## src/hdl/gpioei_pkg.sv

```systemverilog
// Shared types, codes and mask helpers for the GPIO port with edge interrupts.
// Used by gpioei_core, gpioei_outbuf and gpio_port_with_edge_interrupts.
// Depends on nothing.
`default_nettype none

package gpioei_pkg;

  // Item kinds on the input channel.
  typedef enum logic [1:0] {
    KIND_READ  = 2'd0,
    KIND_WRITE = 2'd1,
    KIND_TICK  = 2'd2
  } gpioei_kind_e;

  // Register numbering of the port.
  typedef enum logic [3:0] {
    REG_MODE     = 4'd0,
    REG_OTYPE    = 4'd1,
    REG_SPEED    = 4'd2,
    REG_PULL     = 4'd3,
    REG_INPUT    = 4'd4,
    REG_OUTPUT   = 4'd5,
    REG_SETRESET = 4'd6,
    REG_AFL      = 4'd7,
    REG_AFH      = 4'd8,
    REG_MASK     = 4'd9,
    REG_RISE     = 4'd10,
    REG_FALL     = 4'd11,
    REG_PENDING  = 4'd12
  } gpioei_reg_e;

  localparam int unsigned PinsMax   = 16;
  localparam int unsigned WordWidth = 32;

  // One result item as it travels from the core to the output buffer.
  typedef struct packed {
    logic [WordWidth-1:0] read_data;
    logic [PinsMax-1:0]   out_levels;
    logic                 irq;
  } gpioei_result_t;

  // Word with the low n bits set; saturates at a full word.
  function automatic logic [WordWidth-1:0] low_ones(input int unsigned n);
    logic [WordWidth:0] full;
    full = '1;
    if (n >= WordWidth) begin
      return full[WordWidth-1:0];
    end
    return full[WordWidth-1:0] >> (WordWidth - n);
  endfunction

endpackage

`default_nettype wire

```

## src/hdl/gpioei_core.sv

```systemverilog
// Register state of the GPIO port and the combinational update for one item.
// Depends on gpioei_pkg.
`default_nettype none

module gpioei_core
  import gpioei_pkg::*;
#(
  parameter int unsigned PIN_COUNT = 16
) (
  input  logic                 clk_i,
  input  logic                 rst_ni,
  input  logic                 push_i,
  input  logic [1:0]           kind_i,
  input  logic [3:0]           reg_index_i,
  input  logic [31:0]          write_data_i,
  input  logic [15:0]          pin_levels_i,
  output gpioei_result_t       result_o
);

  // Masks for bits that belong to existing pins.
  localparam logic [WordWidth-1:0] PairMaskW = low_ones(2 * PIN_COUNT);
  localparam logic [WordWidth-1:0] PinMaskW  = low_ones(PIN_COUNT);
  localparam logic [WordWidth-1:0] AflMaskW  =
    low_ones(4 * ((PIN_COUNT < 8) ? PIN_COUNT : 8));
  localparam logic [WordWidth-1:0] AfhMaskW  =
    low_ones(4 * ((PIN_COUNT > 8) ? (PIN_COUNT - 8) : 0));
  localparam logic [PinsMax-1:0]   PinMask   = PinMaskW[PinsMax-1:0];

  logic [31:0] mode_q, mode_d, speed_q, speed_d, pull_q, pull_d;
  logic [31:0] afl_q, afl_d, afh_q, afh_d;
  logic [15:0] otype_q, otype_d, input_q, input_d, output_q, output_d;
  logic [15:0] mask_q, mask_d, rise_q, rise_d, fall_q, fall_d;
  logic [15:0] pending_q, pending_d;

  logic [15:0] wr_pins, wr_high, tick_pins, rose, fell;
  logic [31:0] rd_word;

  assign wr_pins   = write_data_i[15:0] & PinMask;
  assign wr_high   = write_data_i[31:16] & PinMask;
  assign tick_pins = pin_levels_i & PinMask;
  assign rose      = tick_pins & ~input_q;
  assign fell      = input_q & ~tick_pins;

  // Register read multiplexer; write-only and unknown registers read as zero.
  always_comb begin
    unique case (gpioei_reg_e'(reg_index_i))
      REG_MODE:    rd_word = mode_q;
      REG_OTYPE:   rd_word = {16'h0000, otype_q};
      REG_SPEED:   rd_word = speed_q;
      REG_PULL:    rd_word = pull_q;
      REG_INPUT:   rd_word = {16'h0000, input_q};
      REG_OUTPUT:  rd_word = {16'h0000, output_q};
      REG_AFL:     rd_word = afl_q;
      REG_AFH:     rd_word = afh_q;
      REG_MASK:    rd_word = {16'h0000, mask_q};
      REG_RISE:    rd_word = {16'h0000, rise_q};
      REG_FALL:    rd_word = {16'h0000, fall_q};
      REG_PENDING: rd_word = {16'h0000, pending_q};
      default:     rd_word = '0;
    endcase
  end

  // Next state and result for the item being accepted.
  always_comb begin
    mode_d    = mode_q;
    otype_d   = otype_q;
    speed_d   = speed_q;
    pull_d    = pull_q;
    afl_d     = afl_q;
    afh_d     = afh_q;
    input_d   = input_q;
    output_d  = output_q;
    mask_d    = mask_q;
    rise_d    = rise_q;
    fall_d    = fall_q;
    pending_d = pending_q;
    result_o.read_data = '0;

    unique case (gpioei_kind_e'(kind_i))
      KIND_READ: begin
        result_o.read_data = rd_word;
      end
      KIND_WRITE: begin
        unique case (gpioei_reg_e'(reg_index_i))
          REG_MODE:     mode_d    = write_data_i & PairMaskW;
          REG_OTYPE:    otype_d   = wr_pins;
          REG_SPEED:    speed_d   = write_data_i & PairMaskW;
          REG_PULL:     pull_d    = write_data_i & PairMaskW;
          REG_OUTPUT:   output_d  = wr_pins;
          // Set wins over clear for the same pin.
          REG_SETRESET: output_d  = (output_q & ~wr_high) | wr_pins;
          REG_AFL:      afl_d     = write_data_i & AflMaskW;
          REG_AFH:      afh_d     = write_data_i & AfhMaskW;
          REG_MASK:     mask_d    = wr_pins;
          REG_RISE:     rise_d    = wr_pins;
          REG_FALL:     fall_d    = wr_pins;
          REG_PENDING:  pending_d = pending_q & ~wr_pins;
          default: ;
        endcase
      end
      KIND_TICK: begin
        pending_d = pending_q | (rose & rise_q) | (fell & fall_q);
        input_d   = tick_pins;
      end
      default: ;
    endcase

    result_o.out_levels = output_d;
    result_o.irq        = |(pending_d & mask_d);
  end

  // State registers, updated only when an item is accepted.
  always_ff @(posedge clk_i or negedge rst_ni) begin
    if (!rst_ni) begin
      mode_q    <= '0;
      otype_q   <= '0;
      speed_q   <= '0;
      pull_q    <= '0;
      afl_q     <= '0;
      afh_q     <= '0;
      input_q   <= '0;
      output_q  <= '0;
      mask_q    <= '0;
      rise_q    <= '0;
      fall_q    <= '0;
      pending_q <= '0;
    end else if (push_i) begin
      mode_q    <= mode_d;
      otype_q   <= otype_d;
      speed_q   <= speed_d;
      pull_q    <= pull_d;
      afl_q     <= afl_d;
      afh_q     <= afh_d;
      input_q   <= input_d;
      output_q  <= output_d;
      mask_q    <= mask_d;
      rise_q    <= rise_d;
      fall_q    <= fall_d;
      pending_q <= pending_d;
    end
  end

`ifndef SYNTH
  // Pending and output bits never appear on pins that do not exist.
  a_pending_in_range: assert property (@(posedge clk_i) disable iff (!rst_ni)
    (pending_q & ~PinMask) == '0)
    else $error("pending bit set above the pin count");

  a_output_in_range: assert property (@(posedge clk_i) disable iff (!rst_ni)
    (output_q & ~PinMask) == '0)
    else $error("output bit set above the pin count");

  // A write of ones to the pending register clears those bits.
  a_pending_clear: assert property (@(posedge clk_i) disable iff (!rst_ni)
    (push_i && kind_i == KIND_WRITE && reg_index_i == REG_PENDING)
    |=> (pending_q & $past(wr_pins)) == '0)
    else $error("pending bits not cleared by a write of ones");
`endif

endmodule

`default_nettype wire

```

## src/hdl/gpioei_outbuf.sv

```systemverilog
// Two-entry result buffer: an output register backed by a skid register.
// Depends on gpioei_pkg.
`default_nettype none

module gpioei_outbuf
  import gpioei_pkg::*;
(
  input  logic           clk_i,
  input  logic           rst_ni,
  input  logic           push_i,
  input  gpioei_result_t data_i,
  output logic           full_o,
  output logic           valid_o,
  input  logic           ready_i,
  output gpioei_result_t data_o
);

  logic           head_vld_q, head_vld_d, skid_vld_q, skid_vld_d;
  gpioei_result_t head_q, head_d, skid_q, skid_d;
  logic           pop;

  assign pop     = head_vld_q && ready_i;
  assign full_o  = skid_vld_q;
  assign valid_o = head_vld_q;
  assign data_o  = head_q;

  // Fill the head first; spill into the skid register while the head stalls.
  always_comb begin
    head_vld_d = head_vld_q;
    skid_vld_d = skid_vld_q;
    head_d     = head_q;
    skid_d     = skid_q;
    if (skid_vld_q) begin
      if (pop) begin
        head_d     = skid_q;
        skid_vld_d = 1'b0;
      end
    end else if (push_i) begin
      if (!head_vld_q || pop) begin
        head_d     = data_i;
        head_vld_d = 1'b1;
      end else begin
        skid_d     = data_i;
        skid_vld_d = 1'b1;
      end
    end else if (pop) begin
      head_vld_d = 1'b0;
    end
  end

  always_ff @(posedge clk_i or negedge rst_ni) begin
    if (!rst_ni) begin
      head_vld_q <= 1'b0;
      skid_vld_q <= 1'b0;
    end else begin
      head_vld_q <= head_vld_d;
      skid_vld_q <= skid_vld_d;
    end
  end

  // Payload registers carry no reset.
  always_ff @(posedge clk_i) begin
    head_q <= head_d;
    skid_q <= skid_d;
  end

`ifndef SYNTH
  // The skid register is used only behind a held head entry.
  a_skid_behind_head: assert property (@(posedge clk_i) disable iff (!rst_ni)
    skid_vld_q |-> head_vld_q)
    else $error("skid entry without head entry");

  // An accepted item always leaves a result waiting in the next cycle.
  a_push_shows: assert property (@(posedge clk_i) disable iff (!rst_ni)
    push_i |=> head_vld_q)
    else $error("accepted item produced no result");

  // A push into a full buffer would lose an item.
  a_no_overflow: assert property (@(posedge clk_i) disable iff (!rst_ni)
    push_i |-> !skid_vld_q)
    else $error("item pushed into a full buffer");
`endif

endmodule

`default_nettype wire

```

## src/hdl/gpio_port_with_edge_interrupts.sv

```systemverilog
// Top level of the 16-pin GPIO port with edge-detecting interrupts.
// Depends on gpioei_pkg, gpioei_core and gpioei_outbuf.
//
// Usage:
//   The input channel (in_valid_i / in_ready_o) carries one item per
//   handshake: a bus read, a bus write or a pin-sampling tick, chosen by
//   kind_i. The output channel (out_valid_o / out_ready_i) returns exactly
//   one result item for each input item, in order: read data (zero unless
//   the item is a read), the output levels after the item, and the
//   interrupt line (pending AND mask) after the item.
//   The register update and the result are formed combinationally between
//   the input ports and the output buffer, which registers each result as
//   its item is accepted. Throughput is one item per cycle as long as
//   results are taken.
//   A two-entry output buffer lets one more item be accepted while a
//   result waits; when the receiver stalls for longer, in_ready_o drops
//   until the waiting result is taken.
//   Reset clears every register of the port and empties the output buffer.
`default_nettype none

module gpio_port_with_edge_interrupts
  import gpioei_pkg::*;
#(
  parameter int unsigned PIN_COUNT = 16
) (
  input  logic        clk_i,
  input  logic        rst_ni,
  input  logic        in_valid_i,
  output logic        in_ready_o,
  input  logic [1:0]  kind_i,
  input  logic [3:0]  reg_index_i,
  input  logic [31:0] write_data_i,
  input  logic [15:0] pin_levels_i,
  output logic        out_valid_o,
  input  logic        out_ready_i,
  output logic [31:0] read_data_o,
  output logic [15:0] out_levels_o,
  output logic        irq_o
);

  logic           push;
  logic           buf_full;
  gpioei_result_t core_result, buf_result;

  assign in_ready_o = !buf_full;
  assign push       = in_valid_i && in_ready_o;

  // Register state and per-item update.
  gpioei_core #(
    .PIN_COUNT (PIN_COUNT)
  ) u_core (
    .clk_i        (clk_i),
    .rst_ni       (rst_ni),
    .push_i       (push),
    .kind_i       (kind_i),
    .reg_index_i  (reg_index_i),
    .write_data_i (write_data_i),
    .pin_levels_i (pin_levels_i),
    .result_o     (core_result)
  );

  // Result register with skid entry.
  gpioei_outbuf u_outbuf (
    .clk_i   (clk_i),
    .rst_ni  (rst_ni),
    .push_i  (push),
    .data_i  (core_result),
    .full_o  (buf_full),
    .valid_o (out_valid_o),
    .ready_i (out_ready_i),
    .data_o  (buf_result)
  );

  assign read_data_o  = buf_result.read_data;
  assign out_levels_o = buf_result.out_levels;
  assign irq_o        = buf_result.irq;

endmodule

`default_nettype wire

```

## config.mk

```make
export PLATFORM = sky130hd
export DESIGN_NAME = gpio_port_with_edge_interrupts
export DESIGN_NICKNAME = d
export VERILOG_FILES = /design/src/hdl/gpioei_pkg.sv /design/src/hdl/gpioei_core.sv /design/src/hdl/gpioei_outbuf.sv /design/src/hdl/gpio_port_with_edge_interrupts.sv
export SDC_FILE = /design/constraint.sdc
export NUM_CORES = 1
export LEC_CHECK = 0
export BUFFER_PORTS_ARGS = -buffer_cell sky130_fd_sc_hd__buf_2
export CORE_MARGIN = 3
export CORE_UTILIZATION = 55
export DETAILED_ROUTE_END_ITERATION = 10
export GPL_ROUTABILITY_DRIVEN = 0
export PLACE_DENSITY = 0.76
export SLEW_MARGIN = 20
export SYNTH_ARGS = -nofsm -noshare
export SYNTH_HDL_FRONTEND = slang
export SYNTH_SLANG_ARGS = --single-unit
```

## constraint.sdc

```tcl
create_clock -name clk_i -period 4.2 [get_ports clk_i]
set_input_delay 0.63 -clock clk_i [delete_from_list [all_inputs] [get_ports clk_i]]
set_output_delay 0.63 -clock clk_i [all_outputs]
set_load 0.03 [all_outputs]
```

==> results of run 1 <==
-- worst paths after layout --
check | start | end | slack [ns] | depth (start not counted)
max in group asynchronous | rst_ni | u_core.speed_q[13] | 3.19 | 2
min | rst_ni | u_core.mode_q[20] | 0.09 | 1
min reg2reg | u_core.afl_q[9] | u_core.afl_q[9] | 0.50 | 1
min in group clk_i | out_ready_i | u_outbuf.full_o | 0.33 | 2
max reg2reg | u_outbuf.full_o | u_core.speed_q[17] | 1.64 | 5
max | kind_i[1] | u_outbuf.data_o[0] | 1.32 | 9
-- report_power, final --
part / total (µW) / switching, µW / internal, µW
Clock: 3460 / 1400 / 2070
Sequential: 5160 / 508 / 4650
Combinational: 2380 / 1410 / 966
-- per-layer routing --
metal | vias up | part of all wire [%] | track usage (%)
li1 | 4910 | - | -
met2 | 585 | 48 | 45.7
met4 | 0 | 3.7 | 10.5
met5 | - | 0 | 0
met3 | 120 | 8.3 | 5.41
met1 | 5995 | 40 | 37.4
-- cells in the mapped netlist (10+ instances only) --
cell type	n	area [µm²]
sky130_fd_sc_hd__mux2_2	300	3380
sky130_fd_sc_hd__dfrtp_1	274	6860
sky130_fd_sc_hd__edfxtp_1	98	2940
sky130_fd_sc_hd__nand2_1	76	285
sky130_fd_sc_hd__a22oi_1	71	533
sky130_fd_sc_hd__clkbuf_1	62	233
sky130_fd_sc_hd__a22o_1	51	447
sky130_fd_sc_hd__a221oi_1	32	280
sky130_fd_sc_hd__buf_2	32	160
sky130_fd_sc_hd__nand3b_1	32	240
sky130_fd_sc_hd__o21ai_0	30	150
sky130_fd_sc_hd__a31oi_1	28	175
sky130_fd_sc_hd__a21o_1	24	180
sky130_fd_sc_hd__inv_1	16	60.1
sky130_fd_sc_hd__a21oi_1	13	65.1
sky130_fd_sc_hd__a222oi_1	13	130
sky130_fd_sc_hd__nand3_1	13	65.1
sky130_fd_sc_hd__and3_1	12	75.1
sky130_fd_sc_hd__buf_1	10	37.5
-- stage by stage --
stage               instances  util, %  hold slack (ns)
finish                   1748     64.1           0.0926
global route             1748     64.1            0.147
CTS                      1747     64.1            0.119
detailed placement       1677     59.7            0.482
global placement         1677     59.7            0.467
floorplan                1239        -            0.334
-- state kept, by name, indices dropped and copies added (netlist names), 16 cells and up --
signal / flops
u_core.pending_q: 16
u_core.mask_q: 16
u_outbuf.skid_q: 49
u_core.fall_q: 16
u_core.pull_q: 32
u_core.mode_q: 32
u_outbuf.data_o: 49
u_core.output_q: 16
u_core.rise_q: 16
u_core.afh_q: 32
u_core.otype_q: 16
u_core.speed_q: 32
u_core.afl_q: 32
u_core.input_q: 16
-- layout by cell type (no fill, tap or decap), types with 3 or more instances in the layout --
cell / count
sky130_fd_sc_hd__a2111oi_0: 4
sky130_fd_sc_hd__a21o_1: 24
sky130_fd_sc_hd__a21oi_1: 12
sky130_fd_sc_hd__a221oi_1: 32
sky130_fd_sc_hd__a222oi_1: 13
sky130_fd_sc_hd__a22o_1: 51
sky130_fd_sc_hd__a22oi_1: 71
sky130_fd_sc_hd__a31oi_1: 28
sky130_fd_sc_hd__and3_1: 11
sky130_fd_sc_hd__buf_12: 4
sky130_fd_sc_hd__buf_2: 107
sky130_fd_sc_hd__buf_4: 40
sky130_fd_sc_hd__clkbuf_1: 9
sky130_fd_sc_hd__clkbuf_16: 42
sky130_fd_sc_hd__clkbuf_8: 7
sky130_fd_sc_hd__clkinv_1: 4
sky130_fd_sc_hd__clkinv_2: 5
sky130_fd_sc_hd__dfrtp_1: 274
sky130_fd_sc_hd__edfxtp_1: 98
sky130_fd_sc_hd__ha_1: 3
sky130_fd_sc_hd__inv_1: 15
sky130_fd_sc_hd__mux2_1: 6
sky130_fd_sc_hd__mux2_2: 300
sky130_fd_sc_hd__nand2_1: 76
sky130_fd_sc_hd__nand3_1: 13
sky130_fd_sc_hd__nand3b_1: 32
sky130_fd_sc_hd__nor2_1: 3
sky130_fd_sc_hd__nor2b_1: 4
sky130_fd_sc_hd__o21ai_0: 30
sky130_fd_sc_hd__o22a_1: 4
sky130_fd_sc_hd__o31ai_1: 3
-- area by class of cell --
cell class	count	area (µm²)
Tap cell	390	488
Inverter	17	63.8
Antenna cell	1	2.50
Clock inverter	12	113
Fill cell	2191	10700
Sequential cell	372	9800
Clock buffer	58	1180
Timing Repair Buffer	152	931
Multi-Input combinational cell	746	6510
-- cells by family after synthesis --
kind of cell             after synthesis
adder cells (fa/ha/maj)                3
AO/OA/AOI/OAI                        275
buffers and inverters                121
AND/OR/NAND/NOR                      162
flip-flops                           372
multiplexers                         306
==> flow_summary.toml, run 1 <==
[setup_path]
timing.critical_path.required_ns = 4.47
cpPeakStageDelay_ns = 0.59
data_arrival_time_of_the_critical_path_ns = 3.16
crit_chain = "buf_2 -> inv_1 -> ha_1 -> clkinv_1 -> o21ai_0 -> a222oi_1 -> a2111oi_0 -> nand4_1 -> mux2_2"
worst-path-max-fanout = 27
crit_buf_inv = 3
end_kind = "register"
cp_top_family = "compound AO/OA/AOI/OAI gates"
worst_path_max_delay_cell = "sky130_fd_sc_hd__clkinv_1"
timing.critical_path.from_type = "primary input"
setup.worst_path.class = "in -> reg"

[timing]
rsz_0062_raised_after_global_routing = "no"
post-route-worst-setup-slack_ns = 1.32
timing.fmax_mhz = 347
max_slew.worst_pin.slew_ns = 0.999
finalCriticalPeriod_ns = 2.88
final_max_slew_viol_count = 0
worst_clock_skew_ns = 0.0126
fin_setup_tns_ns = 0
final_setup_vio_count = 0
relSlewSlack_pct = 33.4
final.period_utilization_pct = 68.6
final_hold_viol_count = 0

[clock_tree]
cts_made_buffers = 38
htree_num_levels = 2
cts_num_sinks = 372
cts_hold_buffers = 0
cts_buffer_depth = 3
ctsResizeCount = 0
clock_insertion_delay_at_the_later_pin_of_the_skew_report_ns = 0.53
tritoncts = "yes"
clkTransAtPathRegs_ns = 0.06
ctsRootBufferMaster = "sky130_fd_sc_hd__clkbuf_16"
post_cts_buffers = 0

[synth]
synth_enable_flop_cells = 98
ys_async_rst_share_pct = 73.7
main_combinational_cell_family_by_area_after_synthesis = "multiplexers"
synth_xor_xnor_area_share_pct = 0
synth_adder_area_share_pct = 0.224
synth-seq-cells = 372
synth.cell_area_um2 = 16700
syn-instance-count = 1239
number_of_nets_in_the_synthesized_netlist = 1300
yosysUniqueCellTypes = 43
post_synthesis_simple_gate_area_fraction_pct = 5.37
synth-warning-count = 0
multiplexer_fraction_of_the_synthesized_cell_area_pct = 20.6
syn_avg_cell_area_um2 = 13.5
primary_ff_master_synth = "sky130_fd_sc_hd__dfrtp_1"
synth_sequential_area_ratio_pct = 58.5
synth-compound-area-share_pct = 12.4

[route]
detail-route-antenna-nets = 0
wl_per_cell_um = 26.4
post_drt_via_cell_ratio = 6.64
num_vias = 11600
drc = 0
first_iter_violations = 1294
drtPass1Iterations = 6
drt_wl_total_um = 46100

[global_routing]
grt_start_max_net_pins = 88
globalRoute.totalOverflow = 0
grt_first_pass_wirelength_um = 71000
antenna_found_initial = 1
first_global_vias = 12000
globalRouteTotalUtil_pct = 27.9

[floorplanning]
die_w_um = 181
die_outline_height_um = 181
floorplan.die_area_um2 = 32600
design.core.area_um2 = 29800
initial_core_util_pct = 56.2
core.rowCount = 63
io_pins = 109

[layout]
post-route-cell-area_um2 = 19100
finalNetCount = 1388
area.growth.synth_to_final_pct = 14.0
drive_above_1_share_pct = 38.6

[placement]
dpl_cell_area_um2 = 17800
post-place-ws_ns = 0.920
io_buffer_count = 108
dpl.hpwl_um = 29000

[flow_run]
cap_violations = 0

[power]
leakage_uw = 0.00832
power.density_nw_per_um2 = 576
post-layout-total-power_uw = 11000
power.ir.vdd_worst_mv = 0.249

[hold_path]
class_of_the_tightest_hold_or_removal_check = "in -> async"

[status]
run_status = "finished, final reports clean"
No activity file was read; power rests on OpenSTA's default activity.
==> run 2: changes to the inputs <==
--- a/config.mk
+++ b/config.mk
@@ -5,12 +5,13 @@
 export SDC_FILE = /design/constraint.sdc
 export NUM_CORES = 1
 export LEC_CHECK = 0
+export ABC_AREA = 1
 export BUFFER_PORTS_ARGS = -buffer_cell sky130_fd_sc_hd__buf_2
 export CORE_MARGIN = 3
-export CORE_UTILIZATION = 55
+export CORE_UTILIZATION = 60
 export DETAILED_ROUTE_END_ITERATION = 10
 export GPL_ROUTABILITY_DRIVEN = 0
-export PLACE_DENSITY = 0.76
+export PLACE_DENSITY = 0.79
 export SLEW_MARGIN = 20
 export SYNTH_ARGS = -nofsm -noshare
 export SYNTH_HDL_FRONTEND = slang
==> constraint.sdc (replaced) <==
create_clock -name clk_i -period 2.8 [get_ports clk_i]
set_input_delay 0.42 -clock clk_i [delete_from_list [all_inputs] [get_ports clk_i]]
set_output_delay 0.42 -clock clk_i [all_outputs]
set_load 0.03 [all_outputs]
==> flow_summary.toml, run 2 <==
[status]
run_status = "finished, final reports clean"

[route]
num_vias = 14500
drtPass1Iterations = 8
wl_per_cell_um = 19.2
wl_met3_um = 6450
drc = 0
drt_wl_total_um = 48200
dr_wl_met2_um = 20300
detail-route-antenna-nets = 0
first_iter_violations = 1970
route.layer.met1.wl_um = 19500
route.top_layer_used = "met4"
post_drt_via_cell_ratio = 5.80

[global_routing]
first_global_vias = 13500
globalRouteTotalUtil_pct = 31.7
globalRoute.totalOverflow = 0
grt_start_max_net_pins = 76
antenna_found_initial = 1
grt_first_pass_wirelength_um = 75200

[power]
p_sw_share_pct = 32.6
cell_internal_power_uw = 11200
power.ir.vdd_worst_mv = 0.458
seq_power_share_pct = 45.8
share_comb_of_total_power_pct = 22.4
clock_power_share_pct = 31.9
netSwitchingPower_uw = 5400
power.density_nw_per_um2 = 859
post-layout-total-power_uw = 16600
leakage_uw = 0.00908

[layout]
register_cell_area_after_layout_um2 = 9800
area_of_the_multi_input_gates_um2 = 5900
insertedDiodeCount = 0
post-route-cell-area_um2 = 19300
fillerInstances = 2047
drive_above_1_share_pct = 12.1
layout.cells.most_common = "sky130_fd_sc_hd__nand2_1"
layout.cells.most_common_list = "sky130_fd_sc_hd__nand2_1 (720), sky130_fd_sc_hd__o21ai_0 (343), sky130_fd_sc_hd__dfrtp_1 (273), sky130_fd_sc_hd__inv_1 (187), sky130_fd_sc_hd__buf_2 (107)"
instances_no_fill = 2507
area.growth.synth_to_final_pct = 14.5
finalNetCount = 2166

[timing]
worst_clock_skew_ns = 0.0157
final_setup_vio_count = 0
max_slew.worst_pin.slew_ns = 0.703
hold_ws_ns = 0.115
relSlewSlack_pct = 53.1
timing.fmax_mhz = 469
rsz_0062_raised_after_global_routing = "no"
final.period_utilization_pct = 76.1
finalCriticalPeriod_ns = 2.13
final_hold_viol_count = 0
final_max_slew_viol_count = 0
fin_setup_tns_ns = 0

[clock_tree]
clock_insertion_delay_at_the_later_pin_of_the_skew_report_ns = 0.53
cts_made_buffers = 38
cts_num_sinks = 372
cts_buffer_depth = 3
post_cts_buffers = 0
tritoncts = "yes"
ctsRootBufferMaster = "sky130_fd_sc_hd__clkbuf_16"
clkTransAtPathRegs_ns = 0.06
htree_num_levels = 2

[synth]
number_of_nets_in_the_synthesized_netlist = 2056
synth.cell_area_um2 = 16800
synth.most_common_cell = "sky130_fd_sc_hd__nand2_1"
syn-instance-count = 1995
post-synth-top-area-cell = "sky130_fd_sc_hd__dfrtp_1"
synth.top_cells.by_count = "sky130_fd_sc_hd__nand2_1 (721), sky130_fd_sc_hd__o21ai_0 (343), sky130_fd_sc_hd__dfrtp_1 (274), sky130_fd_sc_hd__inv_1 (187), sky130_fd_sc_hd__edfxtp_1 (98)"
synth.top_cells.by_area = "sky130_fd_sc_hd__dfrtp_1 (41%), sky130_fd_sc_hd__edfxtp_1 (17%), sky130_fd_sc_hd__nand2_1 (16%)"
primary_ff_master_synth = "sky130_fd_sc_hd__dfrtp_1"
synth_enable_flop_cells = 98
synth_sequential_area_ratio_pct = 58.2
syn_avg_cell_area_um2 = 8.44
yosysUniqueCellTypes = 30
synth-warning-count = 0
ys_async_rst_share_pct = 73.7
synth-seq-cells = 372
top_cell_type_s_share_of_synthesized_area_pct = 40.7

[floorplanning]
design.core.area_um2 = 27300
die_w_um = 174
floorplan.die_area_um2 = 30100
io_pins = 109
initial_core_util_pct = 61.8
core.rowCount = 60
die_outline_height_um = 174

[setup_path]
cp_top_family = "buffers and inverters"
crit_buf_inv = 3
timing.critical_path.from_type = "register"
end_kind = "output pin"
critical_path_cell_count = 3
timing.critical_path.required_ns = 2.38
data_arrival_time_of_the_critical_path_ns = 1.71
reg2reg_depth = 6
worst-path-max-fanout = 35
crit_chain = "inv_2 -> buf_4 -> buf_2"
setup.worst_path.class = "reg -> out"
worst_path_max_delay_cell = "sky130_fd_sc_hd__dfrtp_2"
cpPeakStageDelay_ns = 0.47

[hold_path]
timing.hold.worst_path_depth = 3
class_of_the_tightest_hold_or_removal_check = "in -> reg"

[placement]
dpl.hpwl_um = 32900
placedCellCount = 2436
dpl_cell_area_um2 = 18000
io_buffer_count = 108

[flow_run]
cap_violations = 0
[run 2: cell count changes after synthesis, sizes merged, moves of 39 or more]
| cell | change |
|---|---|
| nand2 | +652 |
| o21ai | +328 |
| mux2 | -306 |
| inv | +177 |
| nor2 | +76 |
| a22oi | -71 |
| a22o | -51 |
| nand3 | +39 |
[run 2: final timing paths]
kind / start / to / slack [ns]
min reg2reg: u_core.pending_q[14] / u_core.pending_q[14] / 0.49
max: u_outbuf.full_o / in_ready_o / 0.67
max reg2reg: u_outbuf.full_o / u_core.afh_q[23] / 0.97
min: write_data_i[19] / u_core.mode_q[19] / 0.12
max in group asynchronous: rst_ni / u_core.input_q[13] / 1.51
min in group asynchronous: rst_ni / u_core.mode_q[22] / 0.48
[run 2: cells by family after synthesis]
| family | after synthesis | share of synthesized area, % |
|---|---|---|
| DFF | 372 | 58.2 |
| adders and majority gates | 3 | 0.223 |
| and+or+nand+nor | 877 | 20.6 |
| buffers and inverters | 295 | 6.94 |
| AOI/OAI and AO/OA | 448 | 14.0 |
[run 2: layer usage]
layer | up-vias | global-route usage [%]
met5 | - | 0
met4 | 0 | 12.1
met3 | 127 | 8.17
met2 | 915 | 44.8
met1 | 6821 | 47.3
li1 | 6678 | -
[run 2: stage by stage]
stage          utilization (%)  setup slack, ns
3_3_place_gp              65.9            0.451
3_5_place_dp              65.9            0.380
5_1_grt                   70.8            0.588
4_1_cts                   70.8            0.664
6_report                  70.8            0.670
2_1_floorplan                -           0.0621
[run 2: area by class of cell]
| class | instances | area share [%] |
|---|---|---|
| inverters | 197 | 3.83 |
| clock buffers | 51 | 5.51 |
| multi-input cells | 1328 | 30.6 |
| well taps | 372 | 2.41 |
| repair buffers | 168 | 5.59 |
| clock inverters | 19 | 1.25 |
| flip-flops and latches | 372 | 50.8 |
[run 2: power by group through the flow]
stage / combinational, µW / clock, µW / sequential, µW
2_1_floorplan: 1810 / 0 / 8150
3_3_place_gp: 3530 / 0 / 7600
3_5_place_dp: 3640 / 0 / 7650
4_1_cts: 3670 / 5310 / 7560
5_1_grt: 4070 / 5550 / 7700
6_report: 3700 / 5270 / 7580
[run 2: repair_timing]
item / in CTS / in global routing
hold buffers: 1 / 0
hold endpoints to repair: 70 / 0
resized for setup: 0 / 0
[run 2: worst register-to-register path, stage by stage, from the launching register on]
cell and delay [ns]:
sky130_fd_sc_hd__dfrtp_2 0.47, sky130_fd_sc_hd__inv_2 0.09, sky130_fd_sc_hd__nand2_2 0.12, sky130_fd_sc_hd__nor2_4 0.28, sky130_fd_sc_hd__nand2_4 0.40, sky130_fd_sc_hd__nand2_1 0.20, sky130_fd_sc_hd__o21ai_0 0.12
==> run 3: changes to the inputs <==
==> constraint.sdc (replaced) <==
create_clock -name clk_i -period 2.1 [get_ports clk_i]
set_input_delay 0.315 -clock clk_i [delete_from_list [all_inputs] [get_ports clk_i]]
set_output_delay 0.315 -clock clk_i [all_outputs]
set_load 0.03 [all_outputs]
==> flow_summary.toml, run 3 (synthesis results as in run 2) <==
[power]
share_comb_of_total_power_pct = 22.8
cell_internal_power_uw = 15400
seq_power_share_pct = 44.4
power.ir.vdd_worst_mv = 0.755
power.density_nw_per_um2 = 1130
clock_power_share_pct = 32.8
netSwitchingPower_uw = 7340
leakage_uw = 0.00948
p_sw_share_pct = 32.3

[global_routing]
grt_first_pass_wirelength_um = 78900
first_global_vias = 14200
use_met1_pct = 48.6
grt_start_max_net_pins = 70
grt_use_met2_pct = 48.6
busiest_layer_in_global_routing = "met2"
globalRouteTotalUtil_pct = 33.4
grt_util_met3_pct = 8.54
globalRoute.totalOverflow = 0
antenna_found_initial = 1

[clock_tree]
htree_num_levels = 2
post_cts_buffers = 0
ctsRootBufferMaster = "sky130_fd_sc_hd__clkbuf_16"
clkTransAtPathRegs_ns = 0.06
cts_buffer_depth = 3
cts_num_sinks = 372
cts_made_buffers = 38
tritoncts = "yes"
ctsResizeCount = 0
clock_insertion_delay_at_the_later_pin_of_the_skew_report_ns = 0.54
cts_hold_buffers = 1

[timing]
worst_clock_skew_ns = 0.0274
final.period_utilization_pct = 93.6
final_setup_vio_count = 0
relSlewSlack_pct = 58.3
rsz_0062_raised_after_global_routing = "no"
finalCriticalPeriod_ns = 1.96
final_hold_viol_count = 0
post-route-worst-setup-slack_ns = 0.135
max_slew.worst_pin.slew_ns = 0.619
hold_ws_ns = 0.0165
timing.fmax_mhz = 509
final_max_slew_viol_count = 0

[floorplanning]
io_pins = 109
die_outline_height_um = 174
initial_core_util_pct = 61.8
floorplan.die_area_um2 = 30100
core.rowCount = 60
design.core.area_um2 = 27300
die_w_um = 174

[layout]
utilization_pct = 73.7
drive_above_1_share_pct = 14.0
area.growth.synth_to_final_pct = 19.2
layout.cells.most_common = "sky130_fd_sc_hd__nand2_1"
finalNetCount = 2216
layout.cells.most_common_list = "sky130_fd_sc_hd__nand2_1 (719), sky130_fd_sc_hd__o21ai_0 (343), sky130_fd_sc_hd__dfrtp_1 (273), sky130_fd_sc_hd__inv_1 (187), sky130_fd_sc_hd__buf_2 (107)"

[route]
first_iter_violations = 2498
wl_per_cell_um = 19.9
drt_wl_total_um = 50900
detail-route-antenna-nets = 0
drtPass1Iterations = 7
drc = 0
num_vias = 15200
post_drt_via_cell_ratio = 5.93

[placement]
io_buffer_count = 108
dpl.hpwl_um = 35100
post-place-ws_ns = -0.0955

[flow_run]
cap_violations = 0

[hold_path]
class_of_the_tightest_hold_or_removal_check = "in -> reg"

[setup_path]
worst-path-max-fanout = 35
worst_path_max_delay_cell = "sky130_fd_sc_hd__dfrtp_2"
cpPeakStageDelay_ns = 0.41
cp_top_family = "buffers and inverters"
timing.critical_path.from_type = "register"
crit_chain = "inv_2 -> buf_4 -> buf_2"
end_kind = "output pin"
setup.worst_path.class = "reg -> out"
timing.critical_path.required_ns = 1.78
crit_buf_inv = 3
data_arrival_time_of_the_critical_path_ns = 1.65

[status]
run_status = "finished, final reports clean"
-- run 3: cell types whose count changed in the layout (fill, tap and decap cells not counted), sizes merged --
| cell | delta |
|---|---|
| clkinvlp | -1 |
| clkinv | -2 |
| diode | +1 |
| inv | -2 |
| bufinv | +2 |
| clkbuf | +3 |
| buf | +50 |
-- run 3: worst paths after layout --
path                                        start                  to  slack, ns  cells past startpoint
worst max register to register  u_core.input_q[5]  u_outbuf.data_o[0]       0.35                     13
worst max-delay path              u_outbuf.full_o          in_ready_o       0.14                      3
worst min register to register   u_core.afh_q[12]    u_core.afh_q[12]       0.49                      2
max in group asynchronous                  rst_ni    u_core.afl_q[13]       1.04                      3
worst min-delay path             write_data_i[29]   u_core.mode_q[29]       0.02                      3
min in group asynchronous                  rst_ni   u_core.mode_q[24]       0.36                      2
-- run 3: worst register-to-register path, delay by kind of cell, from the launching register on --
kind,cells,cell delay [ns]
AND/OR/NAND/NOR,12,1.00
flip-flops,1,0.38
buffers and inverters,1,0.13
-- run 3: layout make-up --
type / instances / area (µm²)
antenna: 1 / 2.50
clock buffer: 54 / 1120
clock inverter: 16 / 274
fill: 1949 / 7170
inverter: 197 / 742
multi-input combinational: 1328 / 5900
sequential: 372 / 9800
tap: 372 / 465
timing repair buffer: 218 / 1770
-- run 3: per-stage QoR --
stage               power, µW  TNS, ns  area (µm²)  std cells
finish                  22700        0       20100       2558
global route            23700        0       20100       2557
CTS                     22700        0       20100       2557
detailed placement      15200    -1.15       18700       2486
global placement        15000   -0.343       18700       2486
floorplan               13300        0       16900       1995
-- run 3: power groups by stage --
stage	Clock [µW]	Combinational [µW]	Sequential (µW)
2_1_floorplan	0	2450	10900
3_3_place_gp	0	4890	10100
3_5_place_dp	0	5050	10200
4_1_cts	7480	5110	10100
5_1_grt	7790	5650	10300
6_report	7450	5180	10100
-- run 3: layer usage --
layer  part of all wire, %  routed length [µm]
met1                    39               20100
met2                    42               21600
met3                    14                6930
met4                   4.7                2370
met5                     0                   0
